`config.mk`:
```
export PLATFORM = sky130hd
export DESIGN_NAME = calculator_asic_tick_interrupt_unit_core
export DESIGN_NICKNAME = d
export VERILOG_FILES = /design/src/sv/calc_tiu_pkg.sv /design/src/sv/calculator_asic_tick_interrupt_unit_core.sv
export VERILOG_INCLUDE_DIRS = /design/src /design/src/sv
export SDC_FILE = /design/constraint.sdc
export NUM_CORES = 1
export LEC_CHECK = 0
export BUFFER_PORTS_ARGS = -buffer_cell sky130_fd_sc_hd__buf_2
export CAP_MARGIN = 20
export CORE_ASPECT_RATIO = 1.2
export CORE_MARGIN = 3
export CORE_UTILIZATION = 55
export CTS_CLUSTER_DIAMETER = 80
export DETAILED_ROUTE_END_ITERATION = 7
export HOLD_SLACK_MARGIN = 0.08
export PLACE_DENSITY_LB_ADDON = 0.08
export REMOVE_ABC_BUFFERS = 1
export SETUP_SLACK_MARGIN = 0.15
export SYNTH_ARGS = -nofsm -noshare
export SYNTH_HDL_FRONTEND = slang
export SYNTH_SLANG_ARGS = --single-unit
```
`constraint.sdc`:
```
create_clock -name clk -period 4 [get_ports clk]
set_clock_uncertainty 0.15 [all_clocks]
set_input_delay 0.8 -clock clk [delete_from_list [all_inputs] [get_ports clk]]
set_output_delay 0.8 -clock clk [all_outputs]
set_load 0.01 [all_outputs]
```
`src/sv/assert_macros.svh`:
```
// assertion helpers included by the rtl core
`ifndef ASSERT_MACROS_SVH
`define ASSERT_MACROS_SVH

// clocked check, disabled while reset is held
`define ASSERT_CLK(label, clk_sig, rst_sig, prop, msg) \
    label: assert property (@(posedge clk_sig) disable iff (!rst_sig) prop) else $error(msg);

// clocked implication, disabled while reset is held
`define ASSERT_IMPLY(label, clk_sig, rst_sig, ante, cons, msg) \
    label: assert property (@(posedge clk_sig) disable iff (!rst_sig) (ante) |-> (cons)) \
        else $error(msg);

`endif

```
`src/sv/calc_tiu_pkg.sv`:
```
`default_nettype none

package calc_tiu_pkg;

    // register file geometry
    localparam int unsigned CFG_IDX_W  = 3;
    localparam int unsigned CFG_DATA_W = 8;

    // register indexes
    localparam logic [CFG_IDX_W-1:0] REG_TIMER_CONTROL = 3'd0;
    localparam logic [CFG_IDX_W-1:0] REG_TIMER_RELOAD  = 3'd1;
    localparam logic [CFG_IDX_W-1:0] REG_LINK_CONTROL  = 3'd2;
    localparam logic [CFG_IDX_W-1:0] REG_POWER_CONTROL = 3'd3;
    localparam logic [CFG_IDX_W-1:0] REG_HW_GENERATION = 3'd4;

    // timer control bits
    localparam int unsigned TC_OSC_EN  = 1;
    localparam int unsigned TC_INT3_EN = 2;
    localparam int unsigned TC_TMR_EN  = 3;
    localparam int unsigned TC_MASK    = 7;

    // link control bits
    localparam int unsigned LC_RXF_EN  = 0;
    localparam int unsigned LC_TXE_EN  = 1;
    localparam int unsigned LC_ACT_EN  = 2;
    localparam int unsigned LC_ERR_EN  = 3;
    localparam int unsigned LC_INT_DIS = 6;

    // power control bits
    localparam int unsigned PC_GATE_LO = 1;
    localparam int unsigned PC_GATE_HI = 2;

    // counter widths
    localparam int unsigned TICK_W  = 4;
    localparam int unsigned TIMER_W = 8;
    localparam int unsigned HB_W    = 11;

    localparam int unsigned HEARTBEAT_PERIOD_DEF = 1024;

    // one result item
    typedef struct packed {
        logic raise_int1;
        logic raise_int3;
        logic raise_int4;
        logic raise_int5;
        logic set_link_activity;
        logic keyboard_scan;
        logic lcd_refresh;
    } result_t;

endpackage

`default_nettype wire

```
`src/sv/calculator_asic_tick_interrupt_unit_core.sv`:
```
// Tick and interrupt unit. Each transfer on the input channel is one oscillator
// tick carrying the link status bits and wire levels; each tick yields exactly one
// result transfer with the interrupt requests and the keyboard and LCD pulses.
// A tick is taken every cycle while in_stall is low; its result goes to the single
// result register, or first to the skid stage when stalled. A one-entry skid stage
// behind that register keeps ticks flowing while the output is stalled; in_stall
// rises only when both are full. Configuration is written through cfg_write,
// cfg_index and cfg_data with no wait; indexes past the last register are ignored.
// The heartbeat reload value is set by HEARTBEAT_PERIOD (2 to 2048, taken mod 2048).
`default_nettype none

`include "assert_macros.svh"

module calculator_asic_tick_interrupt_unit_core
    import calc_tiu_pkg::*;
#(
    parameter int unsigned HEARTBEAT_PERIOD = HEARTBEAT_PERIOD_DEF
) (
    input  wire logic                  clk,
    input  wire logic                  rst_n,
    // configuration
    input  wire logic                  cfg_write,
    input  wire logic [CFG_IDX_W-1:0]  cfg_index,
    input  wire logic [CFG_DATA_W-1:0] cfg_data,
    // tick channel
    input  wire logic                  in_valid,
    output logic                       in_stall,
    input  wire logic                  link_error,
    input  wire logic                  tx_buffer_empty,
    input  wire logic                  rx_buffer_full,
    input  wire logic                  link_activity_flag,
    input  wire logic                  red_wire_level,
    input  wire logic                  white_wire_level,
    // result channel
    output logic                       out_valid,
    input  wire logic                  out_stall,
    output logic                       raise_int1,
    output logic                       raise_int3,
    output logic                       raise_int4,
    output logic                       raise_int5,
    output logic                       set_link_activity,
    output logic                       keyboard_scan,
    output logic                       lcd_refresh
);

    localparam logic [HB_W-1:0] HB_RELOAD = HB_W'(HEARTBEAT_PERIOD);

    // configuration registers
    logic [7:0] timer_control_reg;
    logic [7:0] timer_reload_reg;
    logic [7:0] link_control_reg;
    logic [7:0] power_control_reg;
    logic       hw_generation_reg;

    // counters
    logic [TICK_W-1:0]  tick_reg,  tick_next;
    logic [TIMER_W-1:0] timer_reg, timer_next;
    logic [HB_W-1:0]    hb_reg,    hb_next;

    // output register and skid stage
    result_t out_reg;
    logic    out_valid_reg;
    result_t skid_reg;
    logic    skid_valid_reg;

    result_t res;
    logic    accept;
    logic    out_free;

    logic [TICK_W-1:0]  tick_step;
    logic [TIMER_W-1:0] timer_step;
    logic [HB_W-1:0]    hb_step;
    logic               gate;
    logic               act;

    assign in_stall = skid_valid_reg;
    assign accept   = in_valid && !skid_valid_reg;
    assign out_free = !out_valid_reg || !out_stall;

    // configuration writes
    always_ff @(posedge clk or negedge rst_n)
    begin
        if (!rst_n)
        begin
            timer_control_reg <= '0;
            timer_reload_reg  <= '0;
            link_control_reg  <= '0;
            power_control_reg <= '0;
            hw_generation_reg <= 1'b0;
        end
        else if (cfg_write)
        begin
            unique case (cfg_index)
                REG_TIMER_CONTROL: timer_control_reg <= cfg_data;
                REG_TIMER_RELOAD:  timer_reload_reg  <= cfg_data;
                REG_LINK_CONTROL:  link_control_reg  <= cfg_data;
                REG_POWER_CONTROL: power_control_reg <= cfg_data;
                REG_HW_GENERATION: hw_generation_reg <= cfg_data[0];
                default: ;
            endcase
        end
    end

    // tick evaluation
    always_comb
    begin
        res        = '0;
        tick_next  = tick_reg;
        timer_next = timer_reg;
        hb_next    = hb_reg;
        tick_step  = tick_reg;
        timer_step = timer_reg;
        hb_step    = hb_reg;
        gate       = 1'b0;
        act        = 1'b0;

        if (!timer_control_reg[TC_OSC_EN])
        begin
            res.keyboard_scan = 1'b1;
        end
        else
        begin
            // counters step only with the timer enabled; the zero reloads below still apply
            if (timer_control_reg[TC_TMR_EN])
            begin
                timer_step = (timer_reg != '0) ? timer_reg + 1'b1 : timer_reload_reg;
                tick_step  = tick_reg + 1'b1;
                hb_step    = hb_reg - 1'b1;
            end

            gate = !timer_control_reg[TC_MASK] &&
                   (!(power_control_reg[PC_GATE_HI] && !power_control_reg[PC_GATE_LO]) ||
                    !hw_generation_reg);

            res.raise_int1 = (tick_step[1:0] == 2'b00) && gate;

            // heartbeat reaching zero reloads the period
            hb_next = hb_step;
            if (hb_step == '0)
            begin
                hb_next        = HB_RELOAD;
                res.raise_int3 = gate && timer_control_reg[TC_INT3_EN];
            end

            // link activity and link interrupt
            res.set_link_activity = !red_wire_level || !white_wire_level;
            act = link_activity_flag || res.set_link_activity;
            res.raise_int4 = !link_control_reg[LC_INT_DIS] &&
                             ((link_control_reg[LC_ERR_EN] && link_error) ||
                              (link_control_reg[LC_ACT_EN] && act) ||
                              (link_control_reg[LC_TXE_EN] && tx_buffer_empty) ||
                              (link_control_reg[LC_RXF_EN] && rx_buffer_full));

            // programmable timer wrap
            timer_next = timer_step;
            if (timer_step == '0)
            begin
                timer_next     = timer_reload_reg - 1'b1;
                res.raise_int5 = gate;
            end

            res.keyboard_scan = (tick_step[2:0] == 3'b000);
            res.lcd_refresh   = !hw_generation_reg && (tick_step == '0);
            tick_next         = tick_step;
        end
    end

    // counter state
    always_ff @(posedge clk or negedge rst_n)
    begin
        if (!rst_n)
        begin
            tick_reg  <= '0;
            timer_reg <= '0;
            hb_reg    <= HB_RELOAD;
        end
        else if (accept)
        begin
            tick_reg  <= tick_next;
            timer_reg <= timer_next;
            hb_reg    <= hb_next;
        end
    end

    // result register with skid stage
    always_ff @(posedge clk or negedge rst_n)
    begin
        if (!rst_n)
        begin
            out_valid_reg  <= 1'b0;
            skid_valid_reg <= 1'b0;
        end
        else if (out_free)
        begin
            if (skid_valid_reg)
            begin
                out_valid_reg  <= 1'b1;
                skid_valid_reg <= 1'b0;
            end
            else
            begin
                out_valid_reg <= accept;
            end
        end
        else if (accept)
        begin
            skid_valid_reg <= 1'b1;
        end
    end

    // result payload
    always_ff @(posedge clk)
    begin
        if (out_free)
        begin
            if (skid_valid_reg)
            begin
                out_reg <= skid_reg;
            end
            else if (accept)
            begin
                out_reg <= res;
            end
        end
        else if (accept)
        begin
            skid_reg <= res;
        end
    end

    assign out_valid         = out_valid_reg;
    assign raise_int1        = out_reg.raise_int1;
    assign raise_int3        = out_reg.raise_int3;
    assign raise_int4        = out_reg.raise_int4;
    assign raise_int5        = out_reg.raise_int5;
    assign set_link_activity = out_reg.set_link_activity;
    assign keyboard_scan     = out_reg.keyboard_scan;
    assign lcd_refresh       = out_reg.lcd_refresh;

    // checks
    `ASSERT_IMPLY(a_skid_behind_out, clk, rst_n, skid_valid_reg, out_valid_reg,
        "skid entry held without a result in the output register")
    `ASSERT_IMPLY(a_osc_stop_holds, clk, rst_n,
        accept && !timer_control_reg[TC_OSC_EN],
        ##1 ($stable(tick_reg) && $stable(timer_reg) && $stable(hb_reg)),
        "counters moved on a tick with the oscillator stopped")
    `ASSERT_CLK(a_skid_fill_on_stall, clk, rst_n,
        $rose(skid_valid_reg) |-> $past(out_valid_reg && out_stall),
        "skid filled while the output register was free")

endmodule

`default_nettype wire
```
## Word-level counts from Yosys, hierarchy flattened

Cells that the tools add are included.

- Bits in registers: 66
- Output and inout port bits: 9

- Muxes and demuxes: 19
- Bitwise operators: 1
- $add $sub $neg: 4
- Reductions and logical operators: 45
- Equality and inequality tests: 4

Operators with widths:

| cell | number |
|---|---|
| 11-bit 2-to-1 mux | 3 |
| 8-bit 2-to-1 mux | 4 |
| 2-bit AND reduction | 8 |
| 7-bit 2-to-1 mux | 2 |
| 1-bit logical AND | 11 |
| 11-bit logical NOT | 1 |
| 11-bit by 1-bit subtractor with 11-bit output (second input constant) | 1 |
| 1-bit logical NOT | 10 |
| 8-bit by 1-bit adder with 8-bit output (second input constant) | 1 |
| 8-bit logical NOT | 1 |
| 4-bit 2-to-1 mux | 2 |
| 8-bit nonzero test | 1 |
| 8-bit by 1-bit subtractor with 8-bit output (second input constant) | 1 |
| 1-bit logical OR | 7 |
| 1-bit 2-to-1 mux | 7 |
| 3-bit by 2-bit equality test with 1-bit output (second input constant) | 2 |
| 3-bit logical NOT | 2 |
| 5-bit 2-to-1 mux | 1 |
| 4-bit by 1-bit adder with 4-bit output (second input constant) | 1 |
| 4-bit logical NOT | 1 |
| 2-bit nonzero test | 2 |
| 3-bit by 1-bit equality test with 1-bit output (second input constant) | 1 |
| 3-bit equality test (second input constant) | 1 |
| 2-bit logical NOT | 1 |
| 1-bit inverter | 1 |

## Logic depth before layout (Yosys ltp)

Gate-level depths: netlist of run 1.

- Depth after elaboration: 11
- Depth in mapped cells: 9
- Depth with buffers taken out: 8

## Worst setup path after synthesis of run 1

Ideal clock, no wire load.

- Path kind: register -> register
- From: reg timer_reg[0]
- To: reg out_reg, in the netlist raise_int5 (data pin)
- Slack: 1.436 ns
- Library setup time: 0.180 ns
- Data arrival time: 2.234 ns
- Cell stages (with the launch flop): 10
- Cell sequence: dfrtp_1 > inv_1 > ha_1 > or4b_1 > clkbuf_2 > nor4_2 > o32ai_1 > a211oi_2 > nand3_2 > o41ai_2

- Word-level cells in the longest chain between the ends: 9

Ends and longest elaborated chain:

| what | RTL line | source |
|---|---|---|
| start: declaration | calculator_asic_tick_interrupt_unit_core.sv:57 | `logic [TIMER_W-1:0] timer_reg, timer_next;` |
| start signal: assignment | calculator_asic_tick_interrupt_unit_core.sv:180 | `timer_reg <= timer_next;` |
| 8-bit by 1-bit adder with 8-bit output / 8-bit nonzero test (equally long branches) | calculator_asic_tick_interrupt_unit_core.sv:126 | `timer_step = (timer_reg != '0) ? timer_reg + 1'b1 : timer_reload_reg;` |
| 8-bit 2-to-1 mux | calculator_asic_tick_interrupt_unit_core.sv:126 |  |
| 8-bit 2-to-1 mux * | calculator_asic_tick_interrupt_unit_core.sv:124 | `if (timer_control_reg[TC_TMR_EN])` |
| 8-bit 2-to-1 mux * | calculator_asic_tick_interrupt_unit_core.sv:117 | `if (!timer_control_reg[TC_OSC_EN])` |
| 8-bit logical NOT * | calculator_asic_tick_interrupt_unit_core.sv:156 | `if (timer_step == '0)` |
| 1-bit 2-to-1 mux * | calculator_asic_tick_interrupt_unit_core.sv:156 |  |
| 5-bit 2-to-1 mux * | calculator_asic_tick_interrupt_unit_core.sv:117 |  |
| 7-bit 2-to-1 mux * | calculator_asic_tick_interrupt_unit_core.sv:220 | `else if (accept)` |
| 7-bit 2-to-1 mux * | calculator_asic_tick_interrupt_unit_core.sv:216 | `if (skid_valid_reg)` |
| end signal: assignment | calculator_asic_tick_interrupt_unit_core.sv:218 | `out_reg <= skid_reg;` |
| end signal: assignment | calculator_asic_tick_interrupt_unit_core.sv:222 | `out_reg <= res;` |
| end: declaration | calculator_asic_tick_interrupt_unit_core.sv:61 | `result_t out_reg;` |

Mark *: on every way between the ends. The rest lies on a longest branch, timed or not. The select of a mux whose other input is x is not followed.
A chain may end at the register's enable or synchronous reset.

## Worst setup path in the final report of run 1

- From: reg timer_reg[1]
- To: reg out_reg, in the netlist raise_int5 (data pin)

The elaborated chain is that of the path after synthesis.

==> flow_summary.toml, run 1 <==
[outcome]
status = "finished, final reports clean"

[power_and_ir_drop]
cellPowerDensity_nw_per_um2 = 620
total_leakage_power_nw = 1.49
peakVddDrop_v = 0.000298
total_power_w = 0.00220

[global_route]
grt.met3_usage_pct = 5.34
grt_max_degree = 46
overflow = 0
grtUsageTotal_pct = 21.5
use_met1_pct = 27.0
antenna_found_initial = 0
gr-max-usage-layer = "met2"
grt_pass1_wl_um = 10500
use_met2_pct = 35.3
grt_pass1_vias = 2206

[routing]
remaining_drc_errors = 0
first_pass_iters = 4
drt-total-wl_um = 6410
wl_per_cell_um = 16.6
drt.antenna.violating_nets = 0
drt_iter0_drc = 121
avgViaCountPerCell = 5.85
via_count = 2264

[floorplan]
coreArea_um2 = 5370
io_pins = 31
die_x_um = 74.7
dieArea_um2 = 6600
placementRows = 29
fp.dieH_um = 88.4
start_util_pct = 58.0

[setup_path]
crit_path_start_kind = "register"
critPathBufInv = 1
cp_top_family = "simple AND/OR/NAND/NOR gates"
cp_data_arrival_time_ns = 2.92
path_max_fanout = 7
path_cells = "inv_1 > ha_1 > or4b_1 > nor4_2 > o32ai_1 > a211oi_2 > nand3_2 > o41ai_2"
crit_type = "reg -> reg"
crit_required_ns = 4.00
cp_slowest_cell = "or4b_1"
crit_path_max_incr_delay_ns = 0.60
cp-end-kind = "register"

[timing]
fin_ws_ns = 1.08
finalSetupTns_ns = 0
fin_crit_ns = 2.92
max_freq_ghz = 0.343
hold_viol = 0
relSlewSlack_pct = 34.3
setup_viol_count_final = 0
tightest_slew_ns = 0.986
maxSlewViolCount = 0
rsz0062_at_grt = "false"
fin_crit_sh_pct = 72.9

[finish]
finish.utilization_pct = 66.0
final_common_cell = "dfrtp_1"
layout-drive-gt1-share_pct = 25.8
layout_common_cells = "dfrtp_1, buf_2, mux2_2, nand2_1"
n_antenna_cell = 0
area_growth_pct = 13.8
design_area_um2 = 3540
fillCellCount = 449
largest_reg_flops = 11
fin_nets = 347

[logic_synthesis]
synth_xor_area_share_pct = 6.19
synth_top_family_by_area = "simple AND/OR/NAND/NOR gates"
synth_adder_area_share_pct = 2.01
synth_flop_cell = "dfrtp_1"
syn-instance-count = 287
netlist_area_um2 = 3110
ys_ff_latch = 59
synth_mux_area_share_pct = 9.69
synth_compound_area_share_pct = 12.2
synth_edf_count = 14
ys_types = 59
async_flop_share_pct = 76.3
synth_warnings = 0
synth-simple-area-share_pct = 17.8
ys_seq_area_share_pct = 49.7
syn_area_per_cell_um2 = 10.8

[clocking]
cts_buffers = 9
cts_resized = 0
cts-root-buf = "clkbuf_8"
cts.sinks = 59
post-cts-setup-buffers = 0
ctsHoldBuffers = 0
path_clk_slew_ns = 0.07
clockBufferDepth = 2
insertion_delay_ns = 0.33
htree_levels = 3
tritoncts = "built"

[hold_path]
hold_path.class = "reg -> reg"

[placement]
gp_congestion = 0.870
port_buffers = 30
dp_slack_ns = 1.17
dpl.hpwl_um = 4540
place_area_um2 = 3310

[run]
maxCapViolations = 0
## routing by layer
layer	vias to the layer above	part of all wire (%)
met5	-	0
li1	1129	-
met1	1092	44
met4	0	0.87
met3	4	2.9
met2	39	52
## worst reg2reg max path: stages, from the launching register on
cell and delay (ns):
dfrtp_1 0.43, inv_1 0.11, ha_1 0.17, or4b_1 0.60, nor4_2 0.32, o32ai_1 0.16
a211oi_2 0.33, nand3_2 0.15, o41ai_2 0.29
## through the flow
step | std cells | hold WS, ns
finish | 387 | 0.321
global route | 387 | 0.345
CTS | 386 | 0.323
detailed placement | 370 | 0.309
global placement | 370 | 0.303
floorplan | 277 | 0.288
## cell families after synthesis
| logic type | Yosys count |
|---|---|
| fa+ha+maj | 5 |
| mux | 27 |
| flops | 59 |
| simple gates | 99 |
| xor+xnor | 22 |
| compound gates | 56 |
| buf+inv | 19 |
## area by class of cell
| cell class | instances | area, um2 | area share, % |
|---|---|---|---|
| sequential | 59 | 1550 | 43.7 |
| multi-input combinational | 209 | 1490 | 42.1 |
| timing repair buffer | 32 | 163 | 4.59 |
| clock buffer | 12 | 155 | 4.38 |
| tap | 62 | 77.6 | 2.19 |
| clock inverter | 4 | 73.8 | 2.08 |
| inverter | 9 | 33.8 | 0.953 |
## cell usage after synthesis, types with 2 or more instances
cell type | count | share of area (%)
nor4_1 | 6 | 1.2
a21oi_1 | 13 | 2.1
o21ai_0 | 12 | 1.9
or3_1 | 4 | 0.80
mux2i_1 | 2 | 0.64
inv_1 | 9 | 1.1
dfrtp_1 | 44 | 35
and2_1 | 5 | 1.0
edfxtp_1 | 14 | 14
and3_1 | 3 | 0.60
a31oi_1 | 3 | 0.60
nand3_1 | 5 | 0.80
nor4b_1 | 3 | 0.84
nand4_1 | 2 | 0.40
ha_1 | 5 | 2.0
xnor2_1 | 11 | 3.1
xor2_1 | 11 | 3.1
o2bb2ai_1 | 2 | 0.56
clkbuf_1 | 8 | 0.96
a21o_1 | 2 | 0.48
o31ai_1 | 3 | 0.72
nor2b_1 | 2 | 0.40
o21ai_1 | 7 | 1.1
mux2_2 | 25 | 9.0
nor3_1 | 12 | 1.9
nand2_1 | 23 | 2.8
nand3b_1 | 3 | 0.72
and4_1 | 2 | 0.56
nor2_1 | 14 | 1.7
nand2b_1 | 3 | 0.60
## where the power goes
part,internal (W),switching (W),total (W)
Sequential,0.000782,0.000196,0.000977
Clock,0.000385,0.000235,0.000620
Combinational,0.000291,0.000310,0.000601
## final timing paths
check / start / end / slack (ns) / cells after the start
max: timer_reg[1] / raise_int5 / 1.08 / 8
min: hb_reg[9] / hb_reg[9] / 0.32 / 1
max reg2reg: timer_reg[1] / raise_int5 / 1.08 / 8
min reg2reg: hb_reg[9] / hb_reg[9] / 0.32 / 1
max in group asynchronous: rst_n / timer_reg[7] / 2.61 / 1
min in group asynchronous: rst_n / hb_reg[3] / 0.47 / 1
(Power assumes the default switching activity.)
==> inputs of run 2 (changes only) <==
- clock period: 4 -> 2.7 ns (I/O delays scaled with it)
==> flow_summary.toml, run 2 (synthesized netlist as in run 1, its figures left out) <==
[routing]
drt.antenna.violating_nets = 0
wl_per_cell_um = 16.7
drt-total-wl_um = 6760
avgViaCountPerCell = 5.94
first_pass_iters = 4
drt_iter0_drc = 92
remaining_drc_errors = 0
via_count = 2401

[outcome]
status = "finished, final reports clean"

[setup_path]
cp-end-kind = "register"
cp_data_arrival_time_ns = 2.56
cp_top_family = "compound AO/OA/AOI/OAI gates"
path_max_fanout = 6
path_cells = "inv_2 > ha_4 > or4b_4 > o41a_1 > o211ai_2 > o211a_1 > nand3_2 > o41ai_2"
crit_type = "reg -> reg"
crit_path_max_incr_delay_ns = 0.52
crit_path_start_kind = "register"
cp_slowest_cell = "or4b_4"
critPathBufInv = 1
crit_required_ns = 2.68

[finish]
layout-drive-gt1-share_pct = 31.9
fillCellCount = 431
largest_reg_flops = 11
design_area_um2 = 3660
final_common_cell = "dfrtp_1"
register_area_um2 = 1550
area_growth_pct = 17.7
layout_common_cells = "dfrtp_1, buf_2, mux2_2, nand2_1, buf_4"
n_antenna_cell = 0
multiInputGateArea_um2 = 1540
fin_nets = 364

[clocking]
insertion_delay_ns = 0.32
cts.sinks = 59
path_clk_slew_ns = 0.07
cts_buffers = 9
tritoncts = "built"
ctsHoldBuffers = 0
htree_levels = 3
clockBufferDepth = 2
cts-root-buf = "clkbuf_8"

[timing]
max_freq_ghz = 0.388
rsz0062_at_grt = "true"
fin_crit_ns = 2.58
tightest_slew_ns = 0.645
hold_viol = 0
maxSlewViolCount = 0
fin_crit_sh_pct = 95.5
setup_viol_count_final = 0
relSlewSlack_pct = 57.0

[placement]
dpl.hpwl_um = 4960
port_buffers = 30
gp_congestion = 0.906
place_area_um2 = 3420

[power_and_ir_drop]
total_power_w = 0.00318
total_leakage_power_nw = 1.56
peakVddDrop_v = 0.000519
cellPowerDensity_nw_per_um2 = 868

[floorplan]
start_util_pct = 58.0
coreArea_um2 = 5370
fp.dieH_um = 88.4
io_pins = 31
placementRows = 29
dieArea_um2 = 6600
die_x_um = 74.7

[hold_path]
hold_path.class = "in -> async"

[run]
maxCapViolations = 0

[global_route]
antenna_found_initial = 0
grt_pass1_vias = 2264
overflow = 0
grtUsageTotal_pct = 21.5
grt_pass1_wl_um = 10700
grt_max_degree = 28
[run 2: final cells by class]
cell class	instances	area share [%]
clock inverter	5	0.819
timing repair buffer	49	7.99
sequential	59	42.2
multi-input combinational	209	42.1
inverter	9	0.922
clock buffer	11	3.86
tap	62	2.12
[run 2: report_power, final]
part           switching (W)  internal (W)  leakage (nW)
sequential          0.000271       0.00116         0.683
combinational       0.000534      0.000522         0.791
clock               0.000342      0.000353        0.0851
total                0.00115       0.00203          1.56
[run 2: path summary, 6_finish.rpt]
kind	from	endpoint	slack, ns	depth (start not counted)
worst max-delay path	timer_reg[1]	raise_int5	0.12	8
worst min register to register	hb_reg[9]	hb_reg[9]	0.32	1
min in group clk	cfg_data[5]	timer_reload_reg[5]	0.31	2
worst min-delay path	rst_n	hb_reg[3]	0.08	1
max in group asynchronous	rst_n	timer_reload_reg[7]	1.71	2
worst max register to register	timer_reg[1]	raise_int5	0.12	8
[run 2: per-layer routing]
layer | GRT usage [%] | part of all wire (%) | wire length [um] | up-vias
met3 | 3.41 | 3.3 | 221 | 14
met2 | 36.1 | 50 | 3410 | 48
met5 | 0 | 0 | 0 | -
met4 | 9.22 | 2.3 | 155 | 0
li1 | - | - | - | 1163
met1 | 27.2 | 44 | 2970 | 1176
[run 2: repair_timing]
action	in CTS	in global routing
gates resized for setup	1	9
setup endpoints to repair	9	15
buffers inserted	1	2
pin swaps	2	1
[run 2: metrics by stage]
stage | cells | hold slack (ns) | worst slack [ns] | util (%) | setup TNS [ns]
after global placement | 385 | 0.311 | 0.0719 | 63.7 | 0
final | 404 | 0.0829 | 0.122 | 68.2 | 0
after detailed placement | 385 | 0.310 | -0.0218 | 63.7 | -0.0218
after global routing | 404 | 0.120 | -0.0304 | 68.2 | -0.0304
after CTS | 402 | 0.0968 | 0.135 | 67.1 | 0
after floorplan | 277 | 0.0944 | 0.133 | - | 0
==> inputs of run 3 (changes only) <==
- SETUP_SLACK_MARGIN: 0.15 -> default
==> flow_summary.toml, run 3 (synthesized netlist as in run 1, its figures left out) <==
[outcome]
status = "finished, final reports clean"

[setup_path]
ff2ff_path_depth = 8
reg2reg_from = "timer_reg[1]"
path_max_fanout = 7
crit_type = "reg -> reg"
r2r-end = "raise_int5"
cp-end-kind = "register"
crit_required_ns = 2.68
startpoint = "timer_reg[1]"
cp_data_arrival_time_ns = 2.56
crit_path_start_kind = "register"
rrSetupSlack_ns = 0.12

[floorplan]
coreArea_um2 = 5370
io_pins = 31
dieArea_um2 = 6600
placementRows = 29
die_x_um = 74.7
start_util_pct = 58.0
fp.dieH_um = 88.4

[finish]
multiInputGateArea_um2 = 1510
fin_nets = 361
area_growth_pct = 16.0
largest_reg_flops = 11
layout_common_cells = "dfrtp_1, buf_2, mux2_2, nand2_1, buf_4"
register_area_um2 = 1550
finalNonFillerCells = 401
layout-drive-gt1-share_pct = 29.5
fillCellCount = 438
n_antenna_cell = 0
final_common_cell = "dfrtp_1"

[power_and_ir_drop]
peakVddDrop_v = 0.000521
p_clk_share_pct = 22.3
total_leakage_power_nw = 1.54
swShare_pct = 36.0
intPower_w = 0.00200
cellPowerDensity_nw_per_um2 = 864
p_sw_w = 0.00112
combPwrFrac_pct = 32.0
share_seq_of_total_power_pct = 45.7

[routing]
drt_iter0_drc = 78
remaining_drc_errors = 0
drt-total-wl_um = 6680
drt.antenna.violating_nets = 0
via_count = 2396
first_pass_iters = 5
wl_per_cell_um = 16.7
avgViaCountPerCell = 5.98

[timing]
relSlewSlack_pct = 56.9
fin_crit_sh_pct = 95.4
hold_viol = 0
maxSlewViolCount = 0
fin_crit_ns = 2.58
rsz0062_at_grt = "true"
tightest_slew_ns = 0.647
finalSetupTns_ns = 0
setup_viol_count_final = 0
max_freq_ghz = 0.388

[clocking]
htree_levels = 3
post-cts-setup-buffers = 0
cts.sinks = 59
path_clk_slew_ns = 0.07
cts-root-buf = "clkbuf_8"
cts_buffers = 9
tritoncts = "built"
ctsHoldBuffers = 0
clockBufferDepth = 2
insertion_delay_ns = 0.32

[placement]
gp_congestion = 0.906
place_inst = 385
port_buffers = 30
dpl.hpwl_um = 4960

[run]
maxCapViolations = 0

[global_route]
antenna_found_initial = 0
grt_max_degree = 28
grt_pass1_vias = 2265
grtUsageTotal_pct = 21.5
overflow = 0
grt_pass1_wl_um = 10700

[hold_path]
hold_path.class = "in -> async"
[run 3: metal layers]
metal | global-route usage [%] | wire length [um]
met3 | 3.41 | 208
met1 | 27.2 | 2980
met2 | 36.1 | 3380
met4 | 9.22 | 112
met5 | 0 | 0
[run 3: final cells by class]
cell class,count,area share [%]
Inverter,9,0.935
Tap cell,62,2.15
Clock inverter,5,0.831
Sequential cell,59,42.8
Clock buffer,11,3.91
Multi-Input combinational cell,209,41.8
Timing Repair Buffer,46,7.48
[run 3: power groups by stage]
stage,clock (W),sequential [W],combinational [W]
6_report,0.000696,0.00142,0.00100
5_1_grt,0.000749,0.00146,0.00111
4_1_cts,0.000708,0.00142,0.000992
3_5_place_dp,0,0.00143,0.000974
3_3_place_gp,0,0.00143,0.000958
2_1_floorplan,0,0.00139,0.000678
[run 3: what timing repair did]
item	4_1_cts	5_1_grt
pin swaps	0	3
resized for setup	1	2
endpoints found under the setup margin	1	4
[run 3: worst max path at each step]
stage / endpoint / depth (start not counted)
after floorplan: raise_int5 / 8
after global placement: raise_int5 / 8
after detailed placement: raise_int5 / 8
after CTS: raise_int5 / 8
after global routing: raise_int5 / 8
final: raise_int5 / 8
[run 3: worst max-delay path, cell delays in order, from the launching register on]
cell	delay [ns]
dfrtp_1	0.38
inv_1	0.08
ha_1	0.15
or4b_4	0.53
o41a_1	0.35
o211ai_2	0.16
o211a_1	0.22
nand3_2	0.11
o41ai_2	0.24
[run 3: through the flow]
step / utilization [%] / setup WS, ns / cell area (um2) / hold slack [ns] / total power [W]
2_1_floorplan: - / 0.133 / 3070 / 0.0944 / 0.00207
3_3_place_gp: 63.7 / 0.0719 / 3420 / 0.311 / 0.00238
3_5_place_dp: 63.7 / -0.0218 / 3420 / 0.310 / 0.00241
4_1_cts: 67.0 / 0.0417 / 3600 / 0.0968 / 0.00312
5_1_grt: 67.3 / -0.0770 / 3610 / 0.120 / 0.00331
6_report: 67.3 / 0.124 / 3610 / 0.0869 / 0.00312
